## src/hdl/mdb_pkg.sv

```systemverilog
// Package for the Morse digit beacon: sequencer phase type and fixed constants.
// Has no dependencies; used by morse_digit_beacon_core.
package mdb_pkg;

  typedef enum logic [2:0] {
    PH_IDLE  = 3'd0,
    PH_START = 3'd1,
    PH_PULSE = 3'd2,
    PH_PGAP  = 3'd3,
    PH_DGAP  = 3'd4,
    PH_NGAP  = 3'd5
  } phase_t;

  localparam logic [15:0] UNIT_MS_RESET  = 16'd200;
  localparam logic [7:0]  MAX_PERCENT    = 8'd100;
  localparam logic [2:0]  DIGIT_PULSES   = 3'd5;
  localparam logic [7:0]  TENS_RECIP     = 8'd205;
  localparam logic [3:0]  DASH_OFFSET    = 4'd5;

endpackage

```

## src/hdl/morse_digit_beacon_core.sv

```systemverilog
// Morse digit beacon: blinks a charge percentage as Morse digits on an LED.
// Depends on mdb_pkg for the phase type and constants.
// Path: the input register, then the result register. Throughput: one word
// per cycle while out_stall does not hold the result; the input register
// feeds one pass of sequencer logic straight into the result register.
// Reset (rst, synchronous) empties both registers, sets the unit to 200 ms
// and leaves the sequencer idle with its LED level off; led_on is not reset.
module morse_digit_beacon_core (
  input  logic        clk,
  input  logic        rst,
  input  logic        cfg_wr_en,
  input  logic [15:0] cfg_wr_data,
  input  logic        in_valid,
  output logic        in_stall,
  input  logic        charging_active,
  input  logic [7:0]  soc_percent,
  input  logic [31:0] now_ms,
  output logic        out_valid,
  input  logic        out_stall,
  output logic        led_on,
  output logic        busy_res
);
  import mdb_pkg::*;

  logic [15:0] unit_ms;

  logic        s1_valid;
  logic        s1_charging;
  logic [7:0]  s1_soc;
  logic [31:0] s1_now;
  logic        advance;

  phase_t      phase, phase_next;
  logic [31:0] mark_time, mark_time_next;
  logic [6:0]  shown_value, shown_value_next;
  logic        value_valid, value_valid_next;
  logic [3:0]  digit_store [3];
  logic [3:0]  digit_store_next [3];
  logic [1:0]  digit_count, digit_count_next;
  logic [1:0]  digit_pos, digit_pos_next;
  logic [2:0]  pulse_pos, pulse_pos_next;
  logic        led_level, led_level_next;

  logic [6:0]  soc7;
  logic [14:0] tens_prod;
  logic [3:0]  tens;
  logic [6:0]  tens_x10;
  logic [6:0]  ones_full;
  logic        restart;
  logic [31:0] elapsed;
  logic [17:0] unit_x3;
  logic [18:0] unit_x7;
  logic [3:0]  cur_digit;
  logic        pulse_dot;
  logic [2:0]  pulse_inc;

  assign advance  = s1_valid && (!out_valid || !out_stall);
  assign in_stall = s1_valid && out_valid && out_stall;

  always_ff @(posedge clk) begin
    if (rst) begin
      unit_ms <= UNIT_MS_RESET;
    end else if (cfg_wr_en) begin
      unit_ms <= cfg_wr_data;
    end
  end

  always_ff @(posedge clk) begin
    if (rst) begin
      s1_valid <= 1'b0;
    end else if (!in_stall) begin
      s1_valid <= in_valid;
    end
  end

  always_ff @(posedge clk) begin
    if (in_valid && !in_stall) begin
      s1_charging <= charging_active;
      s1_soc      <= soc_percent;
      s1_now      <= now_ms;
    end
  end

  // Decimal split of a percentage below 100; tens by reciprocal multiply.
  assign soc7      = s1_soc[6:0];
  assign tens_prod = {8'd0, soc7} * {7'd0, TENS_RECIP};
  assign tens      = tens_prod[14:11];
  assign tens_x10  = {tens, 3'b000} + {2'b00, tens, 1'b0};
  assign ones_full = soc7 - tens_x10;

  assign restart = !value_valid || (soc7 != shown_value) || (phase == PH_IDLE);
  assign elapsed = restart ? 32'd0 : (s1_now - mark_time);
  assign unit_x3 = {2'b00, unit_ms} + {1'b0, unit_ms, 1'b0};
  assign unit_x7 = {unit_ms, 3'b000} - {3'b000, unit_ms};

  always_comb begin
    case (digit_pos)
      2'd0:    cur_digit = digit_store[0];
      2'd1:    cur_digit = digit_store[1];
      2'd2:    cur_digit = digit_store[2];
      default: cur_digit = 4'd0;
    endcase
  end

  assign pulse_dot = (cur_digit <= DASH_OFFSET) ? ({1'b0, pulse_pos} < cur_digit)
                                                : ({1'b0, pulse_pos} >= cur_digit - DASH_OFFSET);
  assign pulse_inc = pulse_pos + 3'd1;

  always_comb begin
    phase_next          = phase;
    mark_time_next      = mark_time;
    shown_value_next    = shown_value;
    value_valid_next    = value_valid;
    digit_store_next[0] = digit_store[0];
    digit_store_next[1] = digit_store[1];
    digit_store_next[2] = digit_store[2];
    digit_count_next    = digit_count;
    digit_pos_next      = digit_pos;
    pulse_pos_next      = pulse_pos;
    led_level_next      = led_level;
    if (!s1_charging) begin
      led_level_next   = 1'b0;
      phase_next       = PH_IDLE;
      value_valid_next = 1'b0;
    end else if (s1_soc <= MAX_PERCENT) begin
      if (restart) begin
        shown_value_next = soc7;
        value_valid_next = 1'b1;
        digit_pos_next   = 2'd0;
        phase_next       = PH_START;
        mark_time_next   = s1_now;
        if (s1_soc == MAX_PERCENT) begin
          digit_store_next[0] = 4'd1;
          digit_store_next[1] = 4'd0;
          digit_store_next[2] = 4'd0;
          digit_count_next    = 2'd3;
        end else if (soc7 >= 7'd10) begin
          digit_store_next[0] = tens;
          digit_store_next[1] = ones_full[3:0];
          digit_count_next    = 2'd2;
        end else begin
          digit_store_next[0] = soc7[3:0];
          digit_count_next    = 2'd1;
        end
      end
      case (phase_next)
        PH_START: begin
          if (digit_pos_next >= digit_count_next) begin
            phase_next = PH_NGAP;
          end else begin
            pulse_pos_next = 3'd0;
            phase_next     = PH_PULSE;
            mark_time_next = s1_now;
          end
        end
        PH_PULSE: begin
          led_level_next = 1'b1;
          if (elapsed >= (pulse_dot ? {16'd0, unit_ms} : {14'd0, unit_x3})) begin
            phase_next     = PH_PGAP;
            mark_time_next = s1_now;
          end
        end
        PH_PGAP: begin
          led_level_next = 1'b0;
          if (elapsed >= {16'd0, unit_ms}) begin
            pulse_pos_next = pulse_inc;
            phase_next     = (pulse_inc >= DIGIT_PULSES) ? PH_DGAP : PH_PULSE;
            mark_time_next = s1_now;
          end
        end
        PH_DGAP: begin
          led_level_next = 1'b0;
          if (elapsed >= {14'd0, unit_x3}) begin
            digit_pos_next = digit_pos + 2'd1;
            phase_next     = PH_START;
            mark_time_next = s1_now;
          end
        end
        PH_NGAP: begin
          led_level_next = 1'b0;
          if (elapsed >= {13'd0, unit_x7}) begin
            phase_next = PH_IDLE;
          end
        end
        default: begin
          phase_next = phase;
        end
      endcase
    end
  end

  always_ff @(posedge clk) begin
    if (rst) begin
      phase       <= PH_IDLE;
      mark_time   <= 32'd0;
      shown_value <= 7'd0;
      value_valid <= 1'b0;
      digit_count <= 2'd0;
      digit_pos   <= 2'd0;
      pulse_pos   <= 3'd0;
      led_level   <= 1'b0;
    end else if (advance) begin
      phase       <= phase_next;
      mark_time   <= mark_time_next;
      shown_value <= shown_value_next;
      value_valid <= value_valid_next;
      digit_count <= digit_count_next;
      digit_pos   <= digit_pos_next;
      pulse_pos   <= pulse_pos_next;
      led_level   <= led_level_next;
    end
  end

  always_ff @(posedge clk) begin
    if (advance) begin
      digit_store[0] <= digit_store_next[0];
      digit_store[1] <= digit_store_next[1];
      digit_store[2] <= digit_store_next[2];
    end
  end

  always_ff @(posedge clk) begin
    if (rst) begin
      out_valid <= 1'b0;
    end else if (advance) begin
      out_valid <= 1'b1;
    end else if (!out_stall) begin
      out_valid <= 1'b0;
    end
  end

  always_ff @(posedge clk) begin
    if (advance) begin
      led_on   <= led_level_next;
      busy_res <= (phase_next != PH_IDLE);
    end
  end

`ifndef SYNTHESIS
  a_idle_led_off : assert property (@(posedge clk) disable iff (rst)
    (phase == PH_IDLE) |-> !led_level)
    else $error("LED is lit while the sequencer is idle");

  a_no_value_idle : assert property (@(posedge clk) disable iff (rst)
    !value_valid |-> (phase == PH_IDLE))
    else $error("Sequence is running without a stored percentage");

  a_digits_loaded : assert property (@(posedge clk) disable iff (rst)
    (phase != PH_IDLE) |-> (digit_count != 2'd0))
    else $error("Sequence is running with no digits loaded");

  a_pulse_range : assert property (@(posedge clk) disable iff (rst)
    (phase == PH_PULSE) |-> (pulse_pos < DIGIT_PULSES))
    else $error("Pulse index ran past the end of a digit");

  a_result_loaded : assert property (@(posedge clk) disable iff (rst)
    (s1_valid && !out_stall) |=> out_valid)
    else $error("Pending word did not reach the result register");
`endif

endmodule
```

## config.mk

```make
export PLATFORM = sky130hd
export DESIGN_NAME = morse_digit_beacon_core
export DESIGN_NICKNAME = d
export VERILOG_FILES = /design/src/hdl/mdb_pkg.sv /design/src/hdl/morse_digit_beacon_core.sv
export SDC_FILE = /design/constraint.sdc
export NUM_CORES = 1
export LEC_CHECK = 0
export BUFFER_PORTS_ARGS = -buffer_cell sky130_fd_sc_hd__buf_2
export CORE_MARGIN = 2
export CORE_UTILIZATION = 25
export CTS_CLUSTER_DIAMETER = 30
export DETAILED_ROUTE_END_ITERATION = 8
export PLACE_DENSITY = 0.5
export SYNTH_ARGS = -nofsm -noshare
export SYNTH_HDL_FRONTEND = slang
export SYNTH_SLANG_ARGS = --single-unit
```

## constraint.sdc

```tcl
create_clock -name clk -period 7.5 [get_ports clk]
set_clock_uncertainty 0.1 [all_clocks]
set_input_delay 1.5 -clock clk [delete_from_list [all_inputs] [get_ports clk]]
set_output_delay 1.5 -clock clk [all_outputs]
set_load 0.02 [all_outputs]
```

---- After elaboration in Yosys (flattened, before gate mapping) ----
Memory sizes are Yosys's and may differ from the RTL's.
Cells that the tools add are included.
storage, ports and cells
  flip-flop bits (word level) ............. 112
  bits in writable memories ............... 12
  input port bits ......................... 62
  output and inout bits ................... 4
  word-level logic and storage cells ...... 123
  memories kept ........................... 1
operators by class
  add/sub/neg operators ................... 8
  multipliers ............................. 1
  order comparisons ....................... 11
  eq/ne operators ......................... 14
  muxes and demuxes ....................... 52
  reductions and logical operators ........ 20
memory list
  name         depth  width  rd ports  clocked after memory_dff  write ports  line                           source
  digit_store  3      4      3         0                         3            morse_digit_beacon_core.sv:37  logic [3:0] digit_store [3];
operator list
  operator                number
  $mux W32                6
  $pmux W32 S4            1
  $ge A32 B18 Y1          2
  $mux W3                 13
  $mux W12                3
  $ge A32 B16 Y1          1
  $ge A32 B19 Y1          1
  $sub A32 B32 Y32        1
  $mux W2                 10
  $sub A19 B16 Y19        1
  $add A16 B17 Y18        1
  $mux W18                1
  $mul A7 B8 Y15 const B  1
  $pmux W3 S5             1
  $mux W4                 3
  $pmux W4 S3             1
  $mux W1                 10
  $eq A8 B7 Y1 const B    1
  $le A8 B7 Y1 const B    1
  $mux W8                 1
  $ge A7 B4 Y1 const B    1
  $ne A7 B7 Y1            1
  $eq A3 B2 Y1 const B    2
  $eq A3 B3 Y1 const B    2
  other kinds (28)        40

---- Longest topological paths before layout ----
Gate-level depths: netlist (run 1).
  depth in word-level cells ............... 12
  depth in mapped cells ................... 26
  mapped depth without buffers ............ 26

---- Worst setup path after synthesis (run 1) ----
No wires, ideal clock.
  path type ............................... flip-flop to flip-flop
  from .................................... register digit_pos[0]
  to ...................................... register busy_res, data pin
  library setup time ...................... 0.259 ns
  arrival ................................. 4.942 ns
  slack ................................... 2.199 ns
  stages on the path, launching flop included .. 24
  clock period less this slack ............ 5.301 ns
  path through ............................ dfxtp_1 inv_1 ha_1 a22oi_1 ha_1 ha_1 a21o_1 a21oi_1 o21ai_0 a21oi_1 clkbuf_1 mux2_2 ha_1 a21o_1 a21o_1 a21oi_1 nand4_1 nand3_1 a31oi_1 nor2_1 a31o_1 nand2_1 o32a_1 o31a_1
between the ends
  cells in the longest elaborated chain, start to end .. 12
  elaborated cells on any way between the ends .. 21
  classes of those cells .................. add/sub: 1; order compare: 5; eq/ne: 2; mux: 11; reduce/logical: 2
RTL lines
  element                               line                            source
  start, declared                       morse_digit_beacon_core.sv:40   logic [1:0] digit_pos, digit_pos_next;
  start signal, assigned                morse_digit_beacon_core.sv:208  digit_pos <= digit_pos_next;
  $eq A2 B2 Y1 (tied with other cells)  morse_digit_beacon_core.sv:97   case (digit_pos)
  $pmux W4 S3                           morse_digit_beacon_core.sv:97
  $sub A4 B3 Y4                         morse_digit_beacon_core.sv:106  : ({1'b0, pulse_pos} >= cur_digit - DASH_OFFSET);
  $ge A3 B4 Y1                          morse_digit_beacon_core.sv:106
  $mux W1                               morse_digit_beacon_core.sv:105  assign pulse_dot = (cur_digit <= DASH_OFFSET) ? ({1'b0, pulse_pos} < cur_digit)
  $mux W18                              morse_digit_beacon_core.sv:158  if (elapsed >= (pulse_dot ? {16'd0, unit_ms} : {14'd0, unit_x3})) begin
  $ge A32 B18 Y1                        morse_digit_beacon_core.sv:158
  $mux W3                               morse_digit_beacon_core.sv:158
  $pmux W3 S5 (*)                       morse_digit_beacon_core.sv:146  case (phase_next)
  $mux W3 (*)                           morse_digit_beacon_core.sv:125  end else if (s1_soc <= MAX_PERCENT) begin
  $mux W3 (*)                           morse_digit_beacon_core.sv:121  if (!s1_charging) begin
  $reduce_bool A3 Y1 (*)                morse_digit_beacon_core.sv:235  busy_res <= (phase_next != PH_IDLE);
  end signal, assigned                  morse_digit_beacon_core.sv:235
  end, declared                         morse_digit_beacon_core.sv:21   output logic busy_res
Mark *: on every way between the ends. The rest lies on a longest branch, timed or not. The select of a mux whose other input is x is not followed.
A chain may end at the register's enable or synchronous reset.

---- Worst setup path after layout (run 1) ----
  from .................................... register unit_ms[0]
  to ...................................... register mark_time[3]
between the ends
  cells in the longest elaborated chain, start to end .. 5
  elaborated cells on any way between the ends .. 9
  classes of those cells .................. add/sub: 1; order compare: 3; mux: 5
RTL lines
  element                 line                            source
  start, declared         morse_digit_beacon_core.sv:25   logic [15:0] unit_ms;
  start signal, assigned  morse_digit_beacon_core.sv:64   unit_ms <= cfg_wr_data;
  $add A16 B17 Y18        morse_digit_beacon_core.sv:93   assign unit_x3 = {2'b00, unit_ms} + {1'b0, unit_ms, 1'b0};
  $mux W18                morse_digit_beacon_core.sv:158
  $ge A32 B18 Y1          morse_digit_beacon_core.sv:158
  $mux W32                morse_digit_beacon_core.sv:158
  $pmux W32 S4 (*)        morse_digit_beacon_core.sv:146
  end signal, assigned    morse_digit_beacon_core.sv:204  mark_time <= mark_time_next;
  end, declared           morse_digit_beacon_core.sv:34   logic [31:0] mark_time, mark_time_next;
Mark *: on every way between the ends. The rest lies on a longest branch, timed or not.

==> results of run 1 <==
-- cells by family (layout without fill, tap and decap cells) --
family | Yosys count | count (layout) | share of synthesized area
and+or+nand+nor | 368 | 368 | 0.160
AOI/OAI and AO/OA | 362 | 362 | 0.215
adders and majority gates | 201 | 201 | 0.233
buffers and inverters | 145 | 209 | 0.0502
DFF | 120 | 120 | 0.262
xor gates and xnor gates | 61 | 61 | 0.0480
muxes | 34 | 34 | 0.0321
-- final cells by class --
class | instances | area share
Clock inverter | 10 | 0.0116
Timing Repair Buffer | 74 | 0.0319
Tap cell | 592 | 0.0582
Sequential cell | 120 | 0.229
Clock buffer | 22 | 0.0357
Multi-Input combinational cell | 1026 | 0.603
Inverter | 103 | 0.0304
-- stage by stage --
| stage | hold WS, ps | power, uW |
|---|---|---|
| final | 366 | 2200 |
| after global routing | 389 | 2350 |
| after CTS | 372 | 2230 |
| after detailed placement | 364 | 1360 |
| after global placement | 362 | 1350 |
| after floorplan | 349 | 1200 |
-- critical path, cell delays in order (launching register included) --
cell and delay, ps:
sky130_fd_sc_hd__dfxtp_1 400, sky130_fd_sc_hd__ha_1 270, sky130_fd_sc_hd__fa_1 400, sky130_fd_sc_hd__a21o_1 180, sky130_fd_sc_hd__a21oi_1 210, sky130_fd_sc_hd__o21bai_1 90, sky130_fd_sc_hd__a21oi_1 240, sky130_fd_sc_hd__o21bai_1 90
sky130_fd_sc_hd__a21oi_1 230, sky130_fd_sc_hd__o21bai_1 100, sky130_fd_sc_hd__a21o_1 220, sky130_fd_sc_hd__a2111o_1 410, sky130_fd_sc_hd__a31oi_1 290, sky130_fd_sc_hd__xnor2_1 220, sky130_fd_sc_hd__ha_1 300, sky130_fd_sc_hd__nand4_1 110
sky130_fd_sc_hd__nor2_1 60, sky130_fd_sc_hd__nor4_1 170, sky130_fd_sc_hd__a31oi_1 250, sky130_fd_sc_hd__o41ai_4 420, sky130_fd_sc_hd__nand4_2 580, sky130_fd_sc_hd__buf_12 400, sky130_fd_sc_hd__a21o_1 190, sky130_fd_sc_hd__a21oi_1 140
-- power groups by stage --
| stage | clock [uW] | combinational [uW] | sequential (uW) |
|---|---|---|---|
| 6_report | 850 | 600 | 748 |
| 5_1_grt | 907 | 688 | 752 |
| 4_1_cts | 883 | 603 | 748 |
| 3_5_place_dp | 0 | 598 | 762 |
| 3_3_place_gp | 0 | 590 | 762 |
| 2_1_floorplan | 0 | 451 | 751 |
-- worst paths after layout --
check,startpoint,end,slack [ps],depth (start not counted)
hold / removal,shown_value[6]$_SDFFE_PP0P_,shown_value[6]$_SDFFE_PP0P_,370,2
setup / recovery,unit_ms[0]$_SDFFE_PP0P_,mark_time[3]$_SDFFE_PP0P_,1350,23
hold reg to reg,shown_value[6]$_SDFFE_PP0P_,shown_value[6]$_SDFFE_PP0P_,370,2
setup reg to reg,unit_ms[0]$_SDFFE_PP0P_,mark_time[3]$_SDFFE_PP0P_,1350,23
-- layout by cell type (no fill, tap or decap), types with 6 or more instances in the layout --
| cell type | synthesis | layout |
|---|---|---|
| sky130_fd_sc_hd__ha_1 | 191 | 191 |
| sky130_fd_sc_hd__a21oi_1 | 118 | 118 |
| sky130_fd_sc_hd__nor2_1 | 117 | 116 |
| sky130_fd_sc_hd__inv_1 | 101 | 101 |
| sky130_fd_sc_hd__nand2_1 | 75 | 75 |
| sky130_fd_sc_hd__dfxtp_1 | 69 | 69 |
| sky130_fd_sc_hd__a21o_1 | 66 | 66 |
| sky130_fd_sc_hd__buf_2 | 5 | 65 |
| sky130_fd_sc_hd__o21ai_0 | 54 | 54 |
| sky130_fd_sc_hd__edfxtp_1 | 51 | 51 |
| sky130_fd_sc_hd__nand3_1 | 50 | 50 |
| sky130_fd_sc_hd__xnor2_1 | 46 | 46 |
| sky130_fd_sc_hd__nor3_1 | 23 | 23 |
| sky130_fd_sc_hd__nand4_1 | 21 | 21 |
| sky130_fd_sc_hd__mux2i_1 | 21 | 21 |
| sky130_fd_sc_hd__o21a_1 | 19 | 19 |
| sky130_fd_sc_hd__clkbuf_16 | 0 | 17 |
| sky130_fd_sc_hd__nand2b_1 | 16 | 16 |
| sky130_fd_sc_hd__xor2_1 | 15 | 15 |
| sky130_fd_sc_hd__nor2b_1 | 15 | 14 |
| sky130_fd_sc_hd__mux2_2 | 13 | 13 |
| sky130_fd_sc_hd__a31oi_1 | 11 | 11 |
| sky130_fd_sc_hd__and2_1 | 11 | 11 |
| sky130_fd_sc_hd__a211oi_1 | 10 | 10 |
| sky130_fd_sc_hd__fa_1 | 10 | 10 |
| sky130_fd_sc_hd__o21ai_1 | 8 | 8 |
| sky130_fd_sc_hd__nor4_1 | 8 | 8 |
| sky130_fd_sc_hd__buf_4 | 2 | 8 |
| sky130_fd_sc_hd__o21bai_1 | 7 | 7 |
| sky130_fd_sc_hd__and3_1 | 6 | 6 |
| sky130_fd_sc_hd__o31a_1 | 6 | 6 |
| sky130_fd_sc_hd__o211ai_1 | 6 | 6 |
-- registers in the layout, indices dropped and copies added (netlist names), 2 cells and up --
register / flops
mark_time: 32
s1_now: 32
unit_ms: 16
digit_store: 8
s1_soc: 8
shown_value: 7
phase: 3
pulse_pos: 3
digit_count: 2
digit_pos: 2
-- metal layers --
| metal | vias up | global-route usage | wire length (um) |
|---|---|---|---|
| met2 | 160 | 0.214 | 13500 |
| met3 | 14 | 0.0282 | 1190 |
| met1 | 4430 | 0.175 | 14500 |
| met4 | 0 | 0.0243 | 224 |
| met5 | - | 0 | 0 |
| li1 | 4784 | - | - |
==> flow_summary.toml, run 1 <==
[grt]
overflow = 0
number_of_antenna_violations_at_the_first_check_in_global_routing = 1
grt_pass1_vias = 9184
grt_first_pass_wirelength_um = 48400
pin_count_of_the_biggest_net_entering_global_routing = 64
globalRouteTotalUtil = 0.130

[clocking]
clk_slew_on_worst_s_h_paths_ps = 60
post_cts_buffers = 0
cts_htree_levels = 4
clock_sink_count = 120
tritoncts = "done"
cts_root_buffer = "sky130_fd_sc_hd__clkbuf_16"
worstSkewPairLatency_ps = 440
cts_resized = 0
tritoncts.num_buffers = 17
hold_buf_cts = 0
cts-root-to-sink-buffers = 2

[placement]
dpl-instance-area_mm2 = 0.0121
dp_hpwl_um = 23200
place_worst_setup_slack_ps = 1360
dp_cells = 1915
port_buffers = 65
gp_congestion = 0.840

[floorplan]
floorplan.die_area_mm2 = 0.0462
coreArea_mm2 = 0.0440
placementRows = 77
dieHeight_um = 215
top_level_ports = 66
chipWidth_um = 215
initial_utilization = 0.253

[critical_path]
critPathMaxFanout = 40
worst_path_arrival_ps = 6410
start_kind = "flip-flop"
critical_path_capture_point_type = "flip-flop"
worstPathRequired_ps = 7760
crit_type = "flip-flop to flip-flop"

[power]
power_frac_comb = 0.273
p_leak_uw = 0.00542
vdd.ir_drop.worst_mv = 0.121
power.net_switching_uw = 687
power.share.switching = 0.313
p_int_uw = 1510
sequentialPowerShare = 0.340
powerDensity_mw_per_mm2 = 173
clockPowerShare = 0.387

[timing]
final_critical_path_setup_slack_ps = 1350
tightest_slew_ps = 832
setup-tns-final_ps = 0
final_hold_viol_count = 0
fmax_mhz = 163
fin_max_slew_vios = 0
final_period_minus_worst_setup_slack_ps = 6150
finalSetupViolCount = 0
final_min_period_over_clock_period = 0.820
maxSlewHeadroom = 0.441
rsz0062_at_grt = "false"

[routing]
wl_um = 29500
vias = 9388
drcViolationCount = 0
routedWlPerCell_um = 15.1
drt_pass1_iterations = 7
via_per_inst = 4.82
antenna_violating_nets_post_route = 0
detailedRoute.firstIterationViolations = 555

[layout]
post-route-util = 0.289
fillers = 4751
seq_area_mm2 = 0.00291
total_nets_final = 1605
flow.area_growth_from_synthesis_pct = 14.4
antenna-diode-count = 0
layout.cells.non_filler = 1947
final_area_mm2 = 0.0127
multiInputGateArea_mm2 = 0.00767
post_route_cells_drive_above_1_share = 0.103

[yosys]
synth_area_leader_cell = "sky130_fd_sc_hd__ha_1"
synth-async-reset-ratio = 0
synth_seq_area_share = 0.262
ys_ff_latch = 120
netlist.area_leader.share = 0.215
synth.distinct_cells = 81
syn-mean-instance-area_um2 = 8.61
post_synthesis_instance_area_mm2 = 0.0111
synth_common_cells = "sky130_fd_sc_hd__ha_1, sky130_fd_sc_hd__a21oi_1, sky130_fd_sc_hd__nor2_1"
yosys-top-cells-area = "sky130_fd_sc_hd__ha_1, sky130_fd_sc_hd__edfxtp_1, sky130_fd_sc_hd__dfxtp_1"
synth_edf_count = 51
syn_nets = 1554
post-synth-top-count-cell = "sky130_fd_sc_hd__ha_1"
ys_dominant_reg_cell = "sky130_fd_sc_hd__dfxtp_1"
post_synth_inst_count = 1291
synth.yosys.warnings = 0

[outcome]
run_status = "finished, final reports clean"

[worst_hold_path]
hold_class = "flip-flop to flip-flop"

[run]
maxCapViolCount = 0
Note: power is estimated with default switching activity, not from simulation.
==> inputs of run 2 (changes only) <==
==> constraint.sdc (replaced) <==
create_clock -name clk -period 5.75 [get_ports clk]
set_clock_uncertainty 0.1 [all_clocks]
set_input_delay 1.15 -clock clk [delete_from_list [all_inputs] [get_ports clk]]
set_output_delay 1.15 -clock clk [all_outputs]
set_load 0.02 [all_outputs]
==> run 2 against run 1 <==
Against the previous run: maximum frequency is 14% higher; cell count is 0.82% higher; combinational power is 32% higher; core utilization is 0.48 points higher; global-route usage is 0.15 points lower; design area is 1.7% higher; largest power group unchanged; highest routed layer unchanged.
==> flow_summary.toml, run 2 (synthesized netlist as in run 1, its figures left out) <==
[grt]
grt_first_pass_wirelength_um = 47800
globalRouteTotalUtil = 0.128
number_of_antenna_violations_at_the_first_check_in_global_routing = 0
grt_pass1_vias = 8931
overflow = 0
pin_count_of_the_biggest_net_entering_global_routing = 64

[run]
maxCapViolCount = 0

[layout]
flow.area_growth_from_synthesis_pct = 16.2
post_route_cells_drive_above_1_share = 0.127
layout.cells.most_common_list = "sky130_fd_sc_hd__ha_1, sky130_fd_sc_hd__nor2_1, sky130_fd_sc_hd__a21oi_1, sky130_fd_sc_hd__inv_1, sky130_fd_sc_hd__nand2_1"
most_common_library_cell_in_the_layout_ignoring_fill_and_taps = "sky130_fd_sc_hd__ha_1"
antenna-diode-count = 0
layout_top_registers = "mark_time x32, s1_now x32, unit_ms x16"
post-route-util = 0.294
total_nets_final = 1621
fillers = 4686
final_area_mm2 = 0.0129

[clocking]
cts-root-to-sink-buffers = 2
tritoncts.num_buffers = 17
clk_slew_on_worst_s_h_paths_ps = 60
cts_htree_levels = 4
clock_sink_count = 120
tritoncts = "done"
cts_root_buffer = "sky130_fd_sc_hd__clkbuf_16"
worstSkewPairLatency_ps = 430

[routing]
vias = 9428
drcViolationCount = 0
wl_um = 29400
detailedRoute.firstIterationViolations = 489
antenna_violating_nets_post_route = 0
via_per_inst = 4.80
drt_pass1_iterations = 4
routedWlPerCell_um = 15.0

[floorplan]
initial_utilization = 0.253
floorplan.die_area_mm2 = 0.0462
coreArea_mm2 = 0.0440
chipWidth_um = 215
dieHeight_um = 215
placementRows = 77
top_level_ports = 66

[critical_path]
critPathMaxFanout = 6
critical_path_capture_point_type = "flip-flop"
reg2regPathDepth = 23
critPathMostFrequentCell = "sky130_fd_sc_hd__o21bai_1"
timing.critical_path.depth = 23
slowest_delay_ps = 450
flop2flop_setup_slack_ps = 340
critical-path-top-delay-family = "compound AO/OA/AOI/OAI gates"
start_kind = "flip-flop"
worst_path_arrival_ps = 5490
cp_num_buf_inv = 0
slowest_stage = "sky130_fd_sc_hd__a2111o_1"
crit_type = "flip-flop to flip-flop"
worstPathRequired_ps = 5830
cp_cell_sequence = "ha_1 > fa_1 > a21o_1 > a21oi_1 > o21bai_1 > a21oi_2 > o21bai_1 > a21oi_2 > o21bai_1 > a21o_1 > a2111o_1 > a31oi_4 > xnor2_1 > mux2_2 > ha_1 > and4_1 > nand3_1 > a31oi_1 > nor2_1 > a31o_1 > nand2_1 > o32a_1 > o31a_1"

[timing]
maxSlewHeadroom = 0.414
fmax_mhz = 185
final_min_period_over_clock_period = 0.940
final_period_minus_worst_setup_slack_ps = 5410
setup-tns-final_ps = 0
rsz0062_at_grt = "false"
fin_max_slew_vios = 0
finalSetupViolCount = 0
tightest_slew_ps = 873
final_hold_viol_count = 0

[placement]
gp_congestion = 0.844
dp_hpwl_um = 23200
dpl-instance-area_mm2 = 0.0122
port_buffers = 65

[power]
vdd.ir_drop.worst_mv = 0.150
power.net_switching_uw = 912
p_int_uw = 1930
power_frac_comb = 0.278
sequentialPowerShare = 0.342
p_leak_uw = 0.00553
powerDensity_mw_per_mm2 = 220
clockPowerShare = 0.380
power.share.switching = 0.321

[worst_hold_path]
hold_class = "flip-flop to flip-flop"
min_path_cells = 2

[outcome]
run_status = "finished, final reports clean"
## run 2: cell count changes in the layout (fill, tap and decap cells not counted), moves of 2 or more
cell | before | now
sky130_fd_sc_hd__a22oi_2 | 0 | 2
sky130_fd_sc_hd__clkinv_2 | 0 | 2
sky130_fd_sc_hd__clkbuf_1 | 4 | 2
sky130_fd_sc_hd__a21oi_2 | 1 | 6
sky130_fd_sc_hd__a21oi_1 | 118 | 113
sky130_fd_sc_hd__bufinv_16 | 3 | 1
sky130_fd_sc_hd__a22oi_1 | 5 | 3
sky130_fd_sc_hd__dfxtp_2 | 0 | 2
sky130_fd_sc_hd__clkbuf_16 | 17 | 19
sky130_fd_sc_hd__a31oi_1 | 11 | 9
sky130_fd_sc_hd__buf_4 | 8 | 23
sky130_fd_sc_hd__dfxtp_1 | 69 | 67
sky130_fd_sc_hd__inv_6 | 1 | 5
sky130_fd_sc_hd__clkinv_4 | 3 | 1
## run 2: path summary, 6_finish.rpt
| kind | start | end |
|---|---|---|
| min | shown_value[5]$_SDFFE_PP0P_ | shown_value[5]$_SDFFE_PP0P_ |
| max | unit_ms[0]$_SDFFE_PP0P_ | busy_res$_DFFE_PP_ |
| min reg2reg | shown_value[5]$_SDFFE_PP0P_ | shown_value[5]$_SDFFE_PP0P_ |
| max reg2reg | unit_ms[0]$_SDFFE_PP0P_ | busy_res$_DFFE_PP_ |
## run 2: power groups by stage
stage	combinational, uW	clock [uW]	sequential [uW]
floorplan	588	0	980
global placement	766	0	992
detailed placement	777	0	992
CTS	784	1120	974
global route	901	1160	979
finish	790	1080	974
## run 2: metal layers
metal,vias up,GRT usage,routed length (um),share of wire
li1,4829,-,-,-
met1,4427,0.183,14900,0.51
met2,152,0.200,13300,0.45
met3,20,0.0232,1020,0.035
met4,0,0.0299,267,0.0091
met5,-,0,0,0
## run 2: layout make-up
type	count	area (um2)	area share
inverter	103	387	0.0299
tap	592	741	0.0573
multi-input combinational	1026	7760	0.600
timing repair buffer	90	538	0.0416
clock inverter	11	108	0.00832
clock buffer	21	483	0.0374
sequential	120	2920	0.225
## run 2: per-stage QoR
step / power, uW / worst slack, ps / cells / hold WS (ps)
6_report: 2840 / 342 / 1963 / 368
5_1_grt: 3040 / 11.6 / 1963 / 387
4_1_cts: 2880 / 26.2 / 1960 / 368
3_5_place_dp: 1770 / 52.6 / 1928 / 360
3_3_place_gp: 1760 / 204 / 1928 / 355
2_1_floorplan: 1570 / 449 / 1291 / 349
## run 2: repair_timing
item | CTS | global route
endpoints found under the setup margin | 0 | 34
hold buffers | 0 | 0
resized for setup | 0 | 21
buffers inserted | 0 | 3
## run 2: worst reg2reg max path, stage by stage, from the launching register on
cell                       delay (ps)
sky130_fd_sc_hd__dfxtp_1          360
sky130_fd_sc_hd__ha_1             240
sky130_fd_sc_hd__fa_1             410
sky130_fd_sc_hd__a21o_1           180
sky130_fd_sc_hd__a21oi_1          220
sky130_fd_sc_hd__o21bai_1         110
sky130_fd_sc_hd__a21oi_2          180
sky130_fd_sc_hd__o21bai_1         100
sky130_fd_sc_hd__a21oi_2          180
sky130_fd_sc_hd__o21bai_1          80
sky130_fd_sc_hd__a21o_1           210
sky130_fd_sc_hd__a2111o_1         450
sky130_fd_sc_hd__a31oi_4          210
sky130_fd_sc_hd__xnor2_1          120
sky130_fd_sc_hd__mux2_2           290
sky130_fd_sc_hd__ha_1             280
sky130_fd_sc_hd__and4_1           180
sky130_fd_sc_hd__nand3_1           70
sky130_fd_sc_hd__a31oi_1          100
sky130_fd_sc_hd__nor2_1           110
sky130_fd_sc_hd__a31o_1           230
sky130_fd_sc_hd__nand2_1           70
sky130_fd_sc_hd__o32a_1           360
sky130_fd_sc_hd__o31a_1           300
==> inputs of run 3 (changes only) <==
--- a/config.mk
+++ b/config.mk
@@ -6,6 +6,7 @@
 export NUM_CORES = 1
 export LEC_CHECK = 0
 export BUFFER_PORTS_ARGS = -buffer_cell sky130_fd_sc_hd__buf_2
+export CORE_ASPECT_RATIO = 0.9
 export CORE_MARGIN = 2
 export CORE_UTILIZATION = 25
 export CTS_CLUSTER_DIAMETER = 30
==> run 3 against run 2 <==
Against the previous run: worst setup slack got worse by 49 ps; cell count rose by 0.25%; flip-flop and latch count did not move; power rose by 0.34%; register-to-register slack got worse by 50 ps; clock power barely moved; worst hold slack improved by 1.5 ps; via count fell by 0.16%; critical path type unchanged.
==> flow_summary.toml, run 3 (synthesized netlist as in run 1, its figures left out) <==
[routing]
drcViolationCount = 0
vias = 9413
detailedRoute.firstIterationViolations = 615
antenna_violating_nets_post_route = 0
wl_um = 29500
drt_pass1_iterations = 5
via_per_inst = 4.78
routedWlPerCell_um = 15.0

[critical_path]
critical_path_capture_point_type = "flip-flop"
slowest_delay_ps = 430
worstPathRequired_ps = 5850
startpoint = "unit_ms[0]$_SDFFE_PP0P_"
reg2regPathDepth = 23
crit_type = "flip-flop to flip-flop"
worst_path_arrival_ps = 5560
r2r_start = "unit_ms[0]$_SDFFE_PP0P_"
start_kind = "flip-flop"
critPathMaxFanout = 6
critPathMostFrequentCell = "sky130_fd_sc_hd__o21bai_1"
cp_cell_sequence = "ha_1 > fa_1 > a21o_1 > a21oi_1 > o21bai_1 > a21oi_2 > o21bai_1 > a21oi_2 > o21bai_1 > a21o_1 > a2111o_1 > a31oi_2 > xnor2_1 > mux2_2 > ha_1 > and4_1 > nand3_1 > a31oi_1 > nor2_1 > a31o_1 > nand2_1 > o32a_1 > o31a_1"
slowest_stage = "sky130_fd_sc_hd__a2111o_1"

[floorplan]
coreArea_mm2 = 0.0440
floorplan.die_area_mm2 = 0.0462
initial_utilization = 0.253
chipWidth_um = 226
dieHeight_um = 204
placementRows = 73
top_level_ports = 66

[layout]
fillers = 4721
seq_area_mm2 = 0.00292
post_route_cells_drive_above_1_share = 0.126
flow.area_growth_from_synthesis_pct = 16.2
multiInputGateArea_mm2 = 0.00776
total_nets_final = 1618
antenna-diode-count = 0
final_area_mm2 = 0.0129
layout.cells.most_common_list = "sky130_fd_sc_hd__ha_1, sky130_fd_sc_hd__nor2_1, sky130_fd_sc_hd__a21oi_1, sky130_fd_sc_hd__inv_1, sky130_fd_sc_hd__nand2_1"
most_common_library_cell_in_the_layout_ignoring_fill_and_taps = "sky130_fd_sc_hd__ha_1"
layout_top_registers = "mark_time x32, s1_now x32, unit_ms x16"
layout.cells.non_filler = 1968

[placement]
gp_congestion = 0.880
dp_cells = 1936
dp_hpwl_um = 22900
port_buffers = 65
dpl-instance-area_mm2 = 0.0122

[timing]
tightest_slew_ps = 755
final_min_period_over_clock_period = 0.949
finalSetupViolCount = 0
final_hold_viol_count = 0
fmax_mhz = 183
fin_max_slew_vios = 0
final_period_minus_worst_setup_slack_ps = 5460
setup-tns-final_ps = 0
maxSlewHeadroom = 0.497
rsz0062_at_grt = "false"

[clocking]
clk_slew_on_worst_s_h_paths_ps = 70
cts_htree_levels = 4
tritoncts.num_buffers = 17
clock_sink_count = 120
tritoncts = "done"
post_cts_buffers = 0
cts-root-to-sink-buffers = 2
cts_root_buffer = "sky130_fd_sc_hd__clkbuf_16"
worstSkewPairLatency_ps = 450

[run]
maxCapViolCount = 0

[grt]
pin_count_of_the_biggest_net_entering_global_routing = 64
gr-usage-met1 = 0.198
overflow = 0
grt_pass1_vias = 8983
gr-max-usage-layer = "met1"
globalRouteTotalUtil = 0.130
grt_first_pass_wirelength_um = 47700
number_of_antenna_violations_at_the_first_check_in_global_routing = 0
globalRouteMet3Util = 0.0257
met2_usage = 0.188

[power]
sequentialPowerShare = 0.340
vdd.ir_drop.worst_mv = 0.213
clockPowerShare = 0.380
power_frac_comb = 0.279
p_leak_uw = 0.00552
powerDensity_mw_per_mm2 = 221
power.net_switching_uw = 963
p_int_uw = 1890
power.share.switching = 0.337
finalPower_uw = 2850

[outcome]
run_status = "finished, final reports clean"

[worst_hold_path]
min_path_cells = 2
hold_class = "flip-flop to flip-flop"
min-delay-start = "shown_value[3]$_SDFFE_PP0P_"
run 3: worst max-delay path, delay by kind of cell, from the launching register on:
| family | cells | cell delay, ps |
|---|---|---|
| adders and majority gates | 3 | 940 |
| DFF | 1 | 370 |
| xor gates and xnor gates | 1 | 170 |
| and+or+nand+nor | 4 | 450 |
| AOI/OAI and AO/OA | 14 | 2890 |
| muxes | 1 | 300 |
run 3: cell type report:
type                            count  share of cell area
Multi-Input combinational cell   1026               0.600
Clock inverter                     15              0.0120
Inverter                          103              0.0299
Clock buffer                       17              0.0329
Tap cell                          600              0.0581
Sequential cell                   120               0.226
Timing Repair Buffer               87              0.0409
run 3: metal layers:
metal,vias up,part of all wire
li1,4815,-
met1,4381,0.54
met2,202,0.41
met3,15,0.046
met4,0,0.0081
met5,-,0
run 3: worst paths after layout:
check | end | slack (ps)
worst max-delay path | busy_res$_DFFE_PP_ | 290
worst min-delay path | shown_value[3]$_SDFFE_PP0P_ | 370
worst max register to register | busy_res$_DFFE_PP_ | 290
worst min register to register | shown_value[3]$_SDFFE_PP0P_ | 370
run 3: power groups by stage:
stage,logic [uW],clock network [uW],registers (uW)
4_1_cts,792,1130,972
3_3_place_gp,776,0,990
3_5_place_dp,785,0,990
2_1_floorplan,588,0,980
6_report,797,1090,972
5_1_grt,912,1160,976
run 3: what timing repair did:
action,4_1_cts,5_1_grt
hold buffers,0,0
gates resized for setup,0,19
endpoints found under the setup margin,0,33
run 3: stage by stage:
stage                util  hold slack [ps]  setup slack [ps]
finish              0.293              370               293
global placement    0.278              355               251
global route        0.293              399              9.21
detailed placement  0.278              359              43.8
floorplan               -              349               449
CTS                 0.291              369              25.4
